### config.mk
export PLATFORM = sky130hd
export DESIGN_NAME = rgb_color_wheel_fade_flat
export DESIGN_NICKNAME = d
export VERILOG_FILES = /design/src/rtl/rcwf_pkg.sv /design/src/rtl/rcwf_in_if.sv /design/src/rtl/rcwf_out_if.sv /design/src/rtl/rgb_color_wheel_fade.sv /design/src/rtl/rcwf_cfg_regs.sv /design/src/rtl/rcwf_fade_core.sv /design/src/rtl/rcwf_out_stage.sv /design/src/flat_wrapper.sv
export SDC_FILE = /design/constraint.sdc
export NUM_CORES = 1
export LEC_CHECK = 0
export BUFFER_PORTS_ARGS = -buffer_cell sky130_fd_sc_hd__buf_4
export CAP_MARGIN = 5
export CORE_AREA = 2 2 115 117
export CTS_CLUSTER_SIZE = 30
export DETAILED_ROUTE_END_ITERATION = 8
export DIE_AREA = 0 0 117 119
export GPL_TIMING_DRIVEN = 1
export PLACE_DENSITY = 0.67
export SYNTH_ARGS = -nofsm -noshare
export SYNTH_HDL_FRONTEND = slang
export SYNTH_HIERARCHICAL = 1
export SYNTH_SLANG_ARGS = --single-unit
### constraint.sdc
create_clock -name clk -period 14.1 [get_ports clk]
set_input_delay 1.41 -clock clk [delete_from_list [all_inputs] [get_ports clk]]
set_output_delay 1.41 -clock clk [all_outputs]
set_load 0.01 [all_outputs]
### src/rtl/rcwf_pkg.sv
// ----------------------------------------------------------------------------
// rcwf_pkg
// Shared types and constants for the RGB colour wheel fade controller.
// ----------------------------------------------------------------------------
package rcwf_pkg;

    localparam int unsigned LEVEL_W   = 8;
    localparam int unsigned COUNT_W   = 8;
    localparam int unsigned PHASE_W   = 3;
    localparam int unsigned CFG_IDX_W = 3;
    localparam int unsigned CFG_DAT_W = 8;

    typedef enum logic [1:0] {
        MODE_OFF    = 2'd0,
        MODE_WHEEL  = 2'd1,
        MODE_STEADY = 2'd2,
        MODE_APP    = 2'd3
    } mode_t;

    typedef enum logic [CFG_IDX_W-1:0] {
        REG_HALF_PERIOD  = 3'd0,
        REG_PHASE_LENGTH = 3'd1,
        REG_APP_RED      = 3'd2,
        REG_APP_GREEN    = 3'd3,
        REG_APP_BLUE     = 3'd4
    } cfg_reg_t;

    // fade phases: which channel moves and in which direction
    localparam logic [PHASE_W-1:0] PH_GREEN_UP   = 3'd0;
    localparam logic [PHASE_W-1:0] PH_RED_DOWN   = 3'd1;
    localparam logic [PHASE_W-1:0] PH_BLUE_UP    = 3'd2;
    localparam logic [PHASE_W-1:0] PH_GREEN_DOWN = 3'd3;
    localparam logic [PHASE_W-1:0] PH_RED_UP     = 3'd4;
    localparam logic [PHASE_W-1:0] PH_BLUE_DOWN  = 3'd5;
    localparam logic [PHASE_W-1:0] PHASE_COUNT   = 3'd6;

    localparam logic [LEVEL_W-1:0] WHEEL_RED   = 8'd251;
    localparam logic [LEVEL_W-1:0] WHEEL_GREEN = 8'd1;
    localparam logic [LEVEL_W-1:0] WHEEL_BLUE  = 8'd1;

    localparam logic [COUNT_W-1:0] HALF_PERIOD_RST  = 8'd2;
    localparam logic [COUNT_W-1:0] PHASE_LENGTH_RST = 8'd250;

    typedef struct packed {
        logic [COUNT_W-1:0] half_period;
        logic [COUNT_W-1:0] phase_length;
        logic [LEVEL_W-1:0] app_red;
        logic [LEVEL_W-1:0] app_green;
        logic [LEVEL_W-1:0] app_blue;
    } cfg_t;

    typedef struct packed {
        logic [LEVEL_W-1:0] red;
        logic [LEVEL_W-1:0] green;
        logic [LEVEL_W-1:0] blue;
        logic               lit;
    } colour_t;

endpackage

### src/rtl/rcwf_in_if.sv
// ----------------------------------------------------------------------------
// rcwf_in_if
// Command channel: tick or set-mode word with valid/ready handshake.
// ----------------------------------------------------------------------------
interface rcwf_in_if;
    logic       valid;
    logic       ready;
    logic       cmd;
    logic [1:0] mode;

    modport source (output valid, output cmd, output mode, input ready);
    modport sink   (input valid, input cmd, input mode, output ready);
endinterface

### src/rtl/rcwf_out_if.sv
// ----------------------------------------------------------------------------
// rcwf_out_if
// Result channel: current colour and lit flag with valid/ready handshake.
// ----------------------------------------------------------------------------
interface rcwf_out_if;
    logic       valid;
    logic       ready;
    logic [7:0] red;
    logic [7:0] green;
    logic [7:0] blue;
    logic       lit;

    modport source (output valid, output red, output green, output blue, output lit,
                    input ready);
    modport sink   (input valid, input red, input green, input blue, input lit,
                    output ready);
endinterface

### src/rtl/rgb_color_wheel_fade.sv
// A result word is valid in the cycle after its command word is accepted.
// Throughput: one word per cycle while result ready is high; the single output register
// reloads in the cycle its word is taken, so input ready follows output ready.
// Reset (rst_n low, async): display off, colour zero, counters clear,
// half period 2, phase length 250, app colour zero; no word pending.
// ----------------------------------------------------------------------------
// rgb_color_wheel_fade
// RGB LED mode controller with a six-phase colour wheel fade.
// ----------------------------------------------------------------------------
module rgb_color_wheel_fade (
    input  logic                            clk,
    input  logic                            rst_n,
    input  logic                            cfg_we,
    input  logic [rcwf_pkg::CFG_IDX_W-1:0]  cfg_index,
    input  logic [rcwf_pkg::CFG_DAT_W-1:0]  cfg_data,
    rcwf_in_if.sink                         item,
    rcwf_out_if.source                      result
);

    rcwf_pkg::cfg_t     cfg;
    rcwf_pkg::colour_t  colour_next;
    logic               can_load;
    logic               accept;

    assign item.ready = can_load;
    assign accept     = item.valid && can_load;

    rcwf_cfg_regs u_cfg_regs (
        .clk       (clk),
        .rst_n     (rst_n),
        .cfg_we    (cfg_we),
        .cfg_index (cfg_index),
        .cfg_data  (cfg_data),
        .cfg       (cfg)
    );

    rcwf_fade_core u_fade_core (
        .clk         (clk),
        .rst_n       (rst_n),
        .accept      (accept),
        .cmd         (item.cmd),
        .mode        (item.mode),
        .cfg         (cfg),
        .colour_next (colour_next)
    );

    rcwf_out_stage u_out_stage (
        .clk         (clk),
        .rst_n       (rst_n),
        .load        (accept),
        .colour_next (colour_next),
        .can_load    (can_load),
        .result      (result)
    );

endmodule

### src/rtl/rcwf_cfg_regs.sv
// ----------------------------------------------------------------------------
// rcwf_cfg_regs
// Configuration register file, write-only.
// ----------------------------------------------------------------------------
module rcwf_cfg_regs (
    input  logic                            clk,
    input  logic                            rst_n,
    input  logic                            cfg_we,
    input  logic [rcwf_pkg::CFG_IDX_W-1:0]  cfg_index,
    input  logic [rcwf_pkg::CFG_DAT_W-1:0]  cfg_data,
    output rcwf_pkg::cfg_t                  cfg
);

    rcwf_pkg::cfg_t cfg_reg;
    rcwf_pkg::cfg_t cfg_next;

    always_comb
    begin
        cfg_next = cfg_reg;
        if (cfg_we)
        begin
            case (rcwf_pkg::cfg_reg_t'(cfg_index))
                rcwf_pkg::REG_HALF_PERIOD:  cfg_next.half_period  = cfg_data;
                rcwf_pkg::REG_PHASE_LENGTH: cfg_next.phase_length = cfg_data;
                rcwf_pkg::REG_APP_RED:      cfg_next.app_red      = cfg_data;
                rcwf_pkg::REG_APP_GREEN:    cfg_next.app_green    = cfg_data;
                rcwf_pkg::REG_APP_BLUE:     cfg_next.app_blue     = cfg_data;
                default:                    cfg_next = cfg_reg;
            endcase
        end
    end

    always_ff @(posedge clk or negedge rst_n)
    begin
        if (!rst_n)
        begin
            cfg_reg.half_period  <= rcwf_pkg::HALF_PERIOD_RST;
            cfg_reg.phase_length <= rcwf_pkg::PHASE_LENGTH_RST;
            cfg_reg.app_red      <= '0;
            cfg_reg.app_green    <= '0;
            cfg_reg.app_blue     <= '0;
        end
        else
        begin
            cfg_reg <= cfg_next;
        end
    end

    assign cfg = cfg_reg;

endmodule

### src/rtl/rcwf_fade_core.sv
// ----------------------------------------------------------------------------
// rcwf_fade_core
// Mode and fade state; works out the next colour for each accepted word.
// ----------------------------------------------------------------------------
module rcwf_fade_core (
    input  logic               clk,
    input  logic               rst_n,
    input  logic               accept,
    input  logic               cmd,
    input  logic [1:0]         mode,
    input  rcwf_pkg::cfg_t     cfg,
    output rcwf_pkg::colour_t  colour_next
);

    rcwf_pkg::mode_t                    mode_reg, mode_next;
    logic [rcwf_pkg::COUNT_W-1:0]       tick_reg, tick_next;
    logic [rcwf_pkg::COUNT_W-1:0]       step_reg, step_next;
    logic [rcwf_pkg::PHASE_W-1:0]       phase_reg, phase_next;
    logic [rcwf_pkg::LEVEL_W-1:0]       red_reg, red_next;
    logic [rcwf_pkg::LEVEL_W-1:0]       green_reg, green_next;
    logic [rcwf_pkg::LEVEL_W-1:0]       blue_reg, blue_next;
    logic                               fade_en_reg, fade_en_next;

    logic [rcwf_pkg::COUNT_W-1:0]       tick_inc;
    logic [rcwf_pkg::COUNT_W-1:0]       step_inc;
    logic [rcwf_pkg::PHASE_W-1:0]       phase_inc;
    logic [rcwf_pkg::PHASE_W-1:0]       phase_step;
    logic [rcwf_pkg::COUNT_W-1:0]       step_step;

    assign tick_inc  = tick_reg + 1'b1;
    assign step_inc  = step_reg + 1'b1;
    assign phase_inc = (phase_reg + 1'b1 >= rcwf_pkg::PHASE_COUNT) ? '0 : phase_reg + 1'b1;

    // step counter and phase after one fade step
    always_comb
    begin
        if (step_inc >= cfg.phase_length)
        begin
            step_step  = '0;
            phase_step = phase_inc;
        end
        else
        begin
            step_step  = step_inc;
            phase_step = phase_reg;
        end
    end

    always_comb
    begin
        mode_next    = mode_reg;
        tick_next    = tick_reg;
        step_next    = step_reg;
        phase_next   = phase_reg;
        red_next     = red_reg;
        green_next   = green_reg;
        blue_next    = blue_reg;
        fade_en_next = fade_en_reg;

        if (accept && cmd)
        begin
            mode_next = rcwf_pkg::mode_t'(mode);
            tick_next = '0;
            case (rcwf_pkg::mode_t'(mode))
                rcwf_pkg::MODE_OFF:
                begin
                    fade_en_next = 1'b0;
                    red_next     = '0;
                    green_next   = '0;
                    blue_next    = '0;
                end
                rcwf_pkg::MODE_WHEEL:
                begin
                    fade_en_next = 1'b1;
                    red_next     = rcwf_pkg::WHEEL_RED;
                    green_next   = rcwf_pkg::WHEEL_GREEN;
                    blue_next    = rcwf_pkg::WHEEL_BLUE;
                    step_next    = '0;
                    phase_next   = '0;
                end
                rcwf_pkg::MODE_STEADY:
                begin
                    fade_en_next = 1'b0;
                end
                default:
                begin
                    fade_en_next = 1'b0;
                    red_next     = cfg.app_red;
                    green_next   = cfg.app_green;
                    blue_next    = cfg.app_blue;
                end
            endcase
        end
        else if (accept)
        begin
            if (!fade_en_reg)
            begin
                tick_next = '0;
            end
            else if (tick_inc >= cfg.half_period)
            begin
                tick_next  = '0;
                step_next  = step_step;
                phase_next = phase_step;
                case (phase_step)
                    rcwf_pkg::PH_GREEN_UP:   green_next = green_reg + 1'b1;
                    rcwf_pkg::PH_RED_DOWN:   red_next   = red_reg - 1'b1;
                    rcwf_pkg::PH_BLUE_UP:    blue_next  = blue_reg + 1'b1;
                    rcwf_pkg::PH_GREEN_DOWN: green_next = green_reg - 1'b1;
                    rcwf_pkg::PH_RED_UP:     red_next   = red_reg + 1'b1;
                    rcwf_pkg::PH_BLUE_DOWN:  blue_next  = blue_reg - 1'b1;
                    default:                 red_next   = red_reg;
                endcase
            end
            else
            begin
                tick_next = tick_inc;
            end
        end
    end

    always_ff @(posedge clk or negedge rst_n)
    begin
        if (!rst_n)
        begin
            mode_reg    <= rcwf_pkg::MODE_OFF;
            tick_reg    <= '0;
            step_reg    <= '0;
            phase_reg   <= '0;
            red_reg     <= '0;
            green_reg   <= '0;
            blue_reg    <= '0;
            fade_en_reg <= 1'b0;
        end
        else
        begin
            mode_reg    <= mode_next;
            tick_reg    <= tick_next;
            step_reg    <= step_next;
            phase_reg   <= phase_next;
            red_reg     <= red_next;
            green_reg   <= green_next;
            blue_reg    <= blue_next;
            fade_en_reg <= fade_en_next;
        end
    end

    assign colour_next.red   = red_next;
    assign colour_next.green = green_next;
    assign colour_next.blue  = blue_next;
    assign colour_next.lit   = (mode_next != rcwf_pkg::MODE_OFF);

    // phase counter never leaves the six-phase range
    a_phase_range: assert property (@(posedge clk) disable iff (!rst_n)
        phase_reg < rcwf_pkg::PHASE_COUNT)
        else $error("fade phase out of range");

    // tick counter only runs while fading
    a_tick_idle: assert property (@(posedge clk) disable iff (!rst_n)
        !fade_en_reg |-> tick_reg == '0)
        else $error("tick counter running with fade disabled");

    // fading only in wheel mode
    a_fade_mode: assert property (@(posedge clk) disable iff (!rst_n)
        fade_en_reg |-> mode_reg == rcwf_pkg::MODE_WHEEL)
        else $error("fade enabled outside wheel mode");

    // off mode keeps the LEDs dark
    a_off_dark: assert property (@(posedge clk) disable iff (!rst_n)
        mode_reg == rcwf_pkg::MODE_OFF |-> (red_reg == '0 && green_reg == '0
                                            && blue_reg == '0))
        else $error("colour not zero in off mode");

endmodule

### src/rtl/rcwf_out_stage.sv
// ----------------------------------------------------------------------------
// rcwf_out_stage
// Result register; reloads in the cycle it is drained.
// ----------------------------------------------------------------------------
module rcwf_out_stage (
    input  logic               clk,
    input  logic               rst_n,
    input  logic               load,
    input  rcwf_pkg::colour_t  colour_next,
    output logic               can_load,
    rcwf_out_if.source         result
);

    logic               valid_reg, valid_next;
    rcwf_pkg::colour_t  colour_reg;

    assign can_load   = !valid_reg || result.ready;
    assign valid_next = load || (valid_reg && !result.ready);

    always_ff @(posedge clk or negedge rst_n)
    begin
        if (!rst_n)
        begin
            valid_reg <= 1'b0;
        end
        else
        begin
            valid_reg <= valid_next;
        end
    end

    always_ff @(posedge clk)
    begin
        if (load)
        begin
            colour_reg <= colour_next;
        end
    end

    assign result.valid = valid_reg;
    assign result.red   = colour_reg.red;
    assign result.green = colour_reg.green;
    assign result.blue  = colour_reg.blue;
    assign result.lit   = colour_reg.lit;

    // a loaded word is presented in the next cycle
    a_load_valid: assert property (@(posedge clk) disable iff (!rst_n)
        load |=> valid_reg)
        else $error("loaded word not presented");

    // never load over a word that is still waiting
    a_no_overwrite: assert property (@(posedge clk) disable iff (!rst_n)
        load |-> can_load)
        else $error("result word overwritten");

endmodule

### src/flat_wrapper.sv
// flat-port wrapper written by rule: the top's interface ports become plain ports
module rgb_color_wheel_fade_flat 
  (clk, rst_n, cfg_we, cfg_index, cfg_data, item_valid, item_cmd, item_mode, item_ready, result_valid, result_red, result_green, result_blue, result_lit, result_ready);
  rcwf_in_if item_i ();
  rcwf_out_if result_i ();
  input  logic clk;
  input  logic rst_n;
  input  logic cfg_we;
  input  logic [rcwf_pkg::CFG_IDX_W-1:0] cfg_index;
  input  logic [rcwf_pkg::CFG_DAT_W-1:0] cfg_data;
  input wire logic [$bits(item_i.valid)-1:0] item_valid;
  input wire logic [$bits(item_i.cmd)-1:0] item_cmd;
  input wire logic [$bits(item_i.mode)-1:0] item_mode;
  output wire logic [$bits(item_i.ready)-1:0] item_ready;
  output wire logic [$bits(result_i.valid)-1:0] result_valid;
  output wire logic [$bits(result_i.red)-1:0] result_red;
  output wire logic [$bits(result_i.green)-1:0] result_green;
  output wire logic [$bits(result_i.blue)-1:0] result_blue;
  output wire logic [$bits(result_i.lit)-1:0] result_lit;
  input wire logic [$bits(result_i.ready)-1:0] result_ready;
  assign item_i.valid = item_valid;
  assign item_i.cmd = item_cmd;
  assign item_i.mode = item_mode;
  assign item_ready = item_i.ready;
  assign result_valid = result_i.valid;
  assign result_red = result_i.red;
  assign result_green = result_i.green;
  assign result_blue = result_i.blue;
  assign result_lit = result_i.lit;
  assign result_i.ready = result_ready;
  rgb_color_wheel_fade u_core (.clk(clk), .rst_n(rst_n), .cfg_we(cfg_we), .cfg_index(cfg_index), .cfg_data(cfg_data), .item(item_i), .result(result_i));
endmodule
* After elaboration in Yosys (flattened, before gate mapping)
Cells that the tools add are included.
Widths: inputs -> output; s select.
** Storage, ports and cells
- Register bits :: 112
- Bits of input ports :: 19
- Output and inout bits :: 27
- Logic and storage cells :: 99
** Cells by class
- Add/subtract/negate cells :: 9
- $lt $le $gt $ge :: 3
- Eq/ne operators :: 12
- Muxes and demuxes :: 37
- Reduce and logical (&&, ||, !) cells :: 20
** Operators by type and width (number)
- $mux 8 :: 22
- $pmux 8 s3 :: 3
- $pmux 8 s2 :: 3
- $add 8x1->8 const B :: 5
- $sub 8x1->8 const B :: 3
- $mux 3 :: 7
- $ge 8x8->1 :: 2
- $eq 3x2->1 const B :: 4
- $reduce_and 2->1 :: 5
- $eq 3x3->1 const B :: 3
- $reduce_bool 2->1 :: 4
- $eq 3x1->1 const B :: 2
- $logic_not 3->1 :: 2
- $reduce_and 4->1 :: 1
- $add 3x1->3 const B :: 1
- $ge 3x3->1 const B :: 1
- $logic_and 1x1->1 :: 3
- $eq 2x1->1 const B :: 1
- $eq 2x2->1 const B :: 1
- $logic_not 1->1 :: 2
- $logic_not 2->1 :: 1
- $logic_or 1x1->1 :: 2
- $mux 2 :: 1
- $ne 2x1->1 const B :: 1
- $mux 1 :: 1

* Logic depth before layout (Yosys ltp)
- Depth after elaboration :: 10
- Mapped depth :: 22

* By module
Netlist, hierarchy kept.
** By module, submodules not included
- rcwf_fade_core :: instances 1, cells an instance 431, area an instance 3906.2 um2, seq. area each 1151.1 um2
- rcwf_cfg_regs :: instances 1, cells an instance 88, area an instance 1537.7 um2, seq. area each 1009.7 um2
- rcwf_out_stage :: instances 1, cells an instance 28, area an instance 798.3 um2, seq. area each 775.7 um2
- rgb_color_wheel_fade :: instances 1, cells an instance 1, area an instance 6.3 um2, seq. area each 0.0 um2

* Worst setup path after synthesis
Ideal clock, no wire load.
- Path type :: register to register
- From :: reg u_core/u_fade_core/step_reg[0] (netlist bit)
- To :: reg u_core.u_out_stage.colour_reg (netlist bit u_core/u_out_stage/result.red[7]) (data pin)
- Arrival time :: 4.225 ns
- Path slack :: 9.599 ns
- Stages on the path, launching flop included :: 22
- Buffers on the path :: 0
- Cell sequence :: dfrtp_1 > and3_1 > and3_1 > and3_1 > xor2_1 > ha_1 > a21oi_2 > nand2_2 > o211ai_1 > nand3_2 > a21oi_1 > nand2_1 > ha_1 > a21o_1 > a21oi_1 > o21bai_1 > a21oi_1 > o21ai_0 > and3_1 > o21ai_2 > xor2_1 > a21oi_1
** RTL lines
- from (decl) :: RTL line rcwf_fade_core.sv:17 : logic [rcwf_pkg::COUNT_W-1:0] step_reg, step_next;
- from (signal assigned) :: RTL line rcwf_fade_core.sv:139 : step_reg <= step_next;
- to (signal assigned) :: RTL line rcwf_out_stage.sv:36 : colour_reg <= colour_next;
- to (decl) :: RTL line rcwf_out_stage.sv:15 : rcwf_pkg::colour_t colour_reg;

==> out/results.ini <==
[placed_design]
io_buffers = 45
dpl-instance-area_um2 = 6770
place.gp.congestion = 0.882
hpwl_um = 9630

[yosys]
synth-xor-area-share_pct = 5.05
syn_nets = 603
postSynthAreaPerCell_um2 = 11.4
muxShareOfSynthArea_pct = 11.9
async_flop_share_pct = 77.7
synth_compound_area_share_pct = 14.0
netlist_instances = 548
yosys.area_share.simple_pct = 11.4
synth_top_family_by_area = compound AO/OA/AOI/OAI gates
synthAdderAreaFrac_pct = 7.45
syn_area_um2 = 6250
ys_types = 63
synth-seq-cells = 112
yosysWarnings = 6
synth-main-ff-cell = dfrtp_1
synth-edff-count = 25
seq_area_frac_synth_pct = 47.0

[floorplanning]
fp.dieW_um = 117
core_area_um2 = 12900
ioPinCount = 46
placementRows = 42
dieArea_um2 = 13900
fp.dieH_um = 119
start_util_pct = 48.5

[min_path]
min_path_type = register to register

[worst_setup_path]
slowest_stage = dfrtp_1
start_kind = register
worstPathCellList = and3_1 -> and3_1 -> and3_1 -> xor2_1 -> ha_1 -> a21oi_2 -> nand2_1 -> o211a_1 -> o21ai_2 -> and2_0 -> nand2_1 -> ha_1 -> a21o_1 -> a21oi_1 -> o21bai_1 -> a21oi_1 -> o21ai_0 -> and3_1 -> o21ai_2 -> xor2_1 -> a21oi_1
crit_buf_inv = 0
max_stage_delay_ps = 440
worst-endpoint-required_ps = 14160
crit_family = compound AO/OA/AOI/OAI gates
path_common_cell = and3_1
cp_max_fo = 8
cp.arrival_ps = 5350
critPathKind = register to register
critPathCaptureType = register

[route]
firstDrtPassIters = 5
antenna_left = 0
route.vias.total = 4406
post_drt_wl_per_cell_um = 17.7
via_per_inst = 5.71
drtIter0Drc = 324
totalWireLength_um = 13700
drc = 0

[grt]
first_global_vias = 4396
grt_max_degree = 66
grt_pass1_wl_um = 22500
grtUsageTotal_pct = 21.0
grt-ovfl-total = 0
antenna_found_initial = 0

[timing]
final_hold_viol_count = 0
maxSlewHeadroom_pct = 43.3
max_freq_ghz = 0.189
finalSetupViolCount = 0
worstMarginPinSlew_ps = 847
slew_viol_final = 0
fin_crit_ps = 5290
fin_worst_skew_ps = 12.4
finalCritPeriodShare_pct = 37.5
finalSetupTns_ps = 0
rsz0062_at_grt = false

[power_and_ir_drop]
p_per_area_nw_per_um2 = 121
p_leak_uw = 0.00308
peakVddDrop_mv = 0.0860

[clock_network]
ctsHoldBuffers = 0
numCtsBuffers = 9
htree_num_levels = 3
root_buffer = clkbuf_16
post_cts_buffers = 0
clk_pin_slew_ps = 80
clock_latency_ps = 360
clock_path_buffers = 2
cts_tree = built
clock-sinks = 112
cts_resized = 0

[final_layout]
seqCellArea_um2 = 2940
diodes = 0
final_core_util_pct = 54.8
n_fill_cell = 1122
nets = 646
final_area_um2 = 7050
layout-drive-gt1-share_pct = 22.7
area_delta_synth_final_pct = 12.9
largest_register_ffs = 40
multiInputGateArea_um2 = 3110

[run]
maxCapViolCount = 0

[run_status]
outcome = completed

## power by group
part / internal [µW] / switching [µW] / total, µW
clock: 122 / 122 / 245
combinational: 86.6 / 96.5 / 183
sequential: 388 / 34.4 / 423
## final cells by class
| cell class | count | share of cell area, % |
|---|---|---|
| Multi-Input combinational cell | 386 | 44.1 |
| Sequential cell | 112 | 41.6 |
| Timing Repair Buffer | 51 | 5.43 |
| Clock buffer | 10 | 3.25 |
| Tap cell | 176 | 3.12 |
| Inverter | 31 | 1.65 |
| Clock inverter | 6 | 0.781 |
## metal layers
metal  GRT usage, %  share of wire [%]
met2           33.5                 49
met3           4.58                4.3
met1           29.0                 45
met4           5.51                1.7
met5              0                  0
## metrics by stage
| stage | std cells | hold WS, ps | total power [µW] | setup WS, ps |
|---|---|---|---|---|
| floorplan | 548 | 440 | 549 | 9600 |
| global placement | 756 | 453 | 603 | 9180 |
| detailed placement | 756 | 466 | 611 | 8920 |
| CTS | 772 | 489 | 859 | 8880 |
| global route | 772 | 516 | 899 | 8470 |
| finish | 772 | 491 | 850 | 8810 |
## cells in the final DEF, fill, tap and decap left out, types with 7 or more instances in the layout
cell type	synthesis	routed
a221oi_1	7	7
clkbuf_16	0	9
o22ai_1	16	16
a21o_1	7	7
nand2b_1	20	20
o21ai_0	21	21
and3_1	10	10
nand3_1	15	15
mux2i_1	28	28
mux2_2	41	41
inv_1	31	31
edfxtp_1	25	25
xnor2_1	23	23
dfstp_2	7	7
nor2_1	16	16
nand2_1	28	28
a21oi_1	22	22
buf_4	0	51
xor2_1	13	13
dfrtp_1	80	80
nor3_1	7	7
ha_1	34	34
## path summary, 6_finish.rpt
check | cells after the start | startpoint | to | slack (ps)
max | 21 | u_core/u_fade_core/step_reg[0] | u_core/u_out_stage/result.red[7] | 8810
min reg2reg | 2 | u_core/u_fade_core/mode_reg[1] | u_core/u_fade_core/mode_reg[1] | 490
min | 2 | u_core/u_fade_core/mode_reg[1] | u_core/u_fade_core/mode_reg[1] | 490
max reg2reg | 21 | u_core/u_fade_core/step_reg[0] | u_core/u_out_stage/result.red[7] | 8810
max in group asynchronous | 2 | rst_n | u_core/u_cfg_regs/cfg[38] | 12010
min in group asynchronous | 1 | rst_n | u_core/u_out_stage/result.valid | 950
## logic make-up after synthesis
family | after synthesis
AOI/OAI and AO/OA | 120
xor gates and xnor gates | 36
adders and majority gates | 36
buffers and inverters | 50
DFF | 112
muxes | 69
and+or+nand+nor | 125
## worst min-delay path, stage by stage (launching register included)
cell and delay [ps]:
dfrtp_1 330, nand2_1 70, nand2_1 60
## cell usage after synthesis, types with 3 or more instances
cell	number	area, µm²
a21oi_1	22	110
nand3_2	3	30.0
nor2_1	16	60.1
nand3_1	15	75.1
a21o_1	7	52.6
xor2_1	13	114
ha_1	34	425
a221oi_1	7	61.3
o21ai_2	3	26.3
xnor2_1	23	201
nor4bb_1	3	30.0
nor2b_1	3	18.8
clkbuf_1	14	52.6
dfrtp_1	80	2000
dfstp_2	7	184
mux2i_1	28	280
nor3_1	7	35.0
and3_1	10	62.6
edfxtp_1	25	751
mux2_2	41	462
nand2_1	28	105
o211ai_1	6	45.0
o22ai_1	16	100
a32o_1	5	50.1
nand2b_1	20	125
a21oi_2	6	52.6
o21ai_0	21	105
inv_1	31	116
nand4b_1	5	43.8
buf_2	4	20.0
No activity file was read; power rests on OpenSTA's default activity.
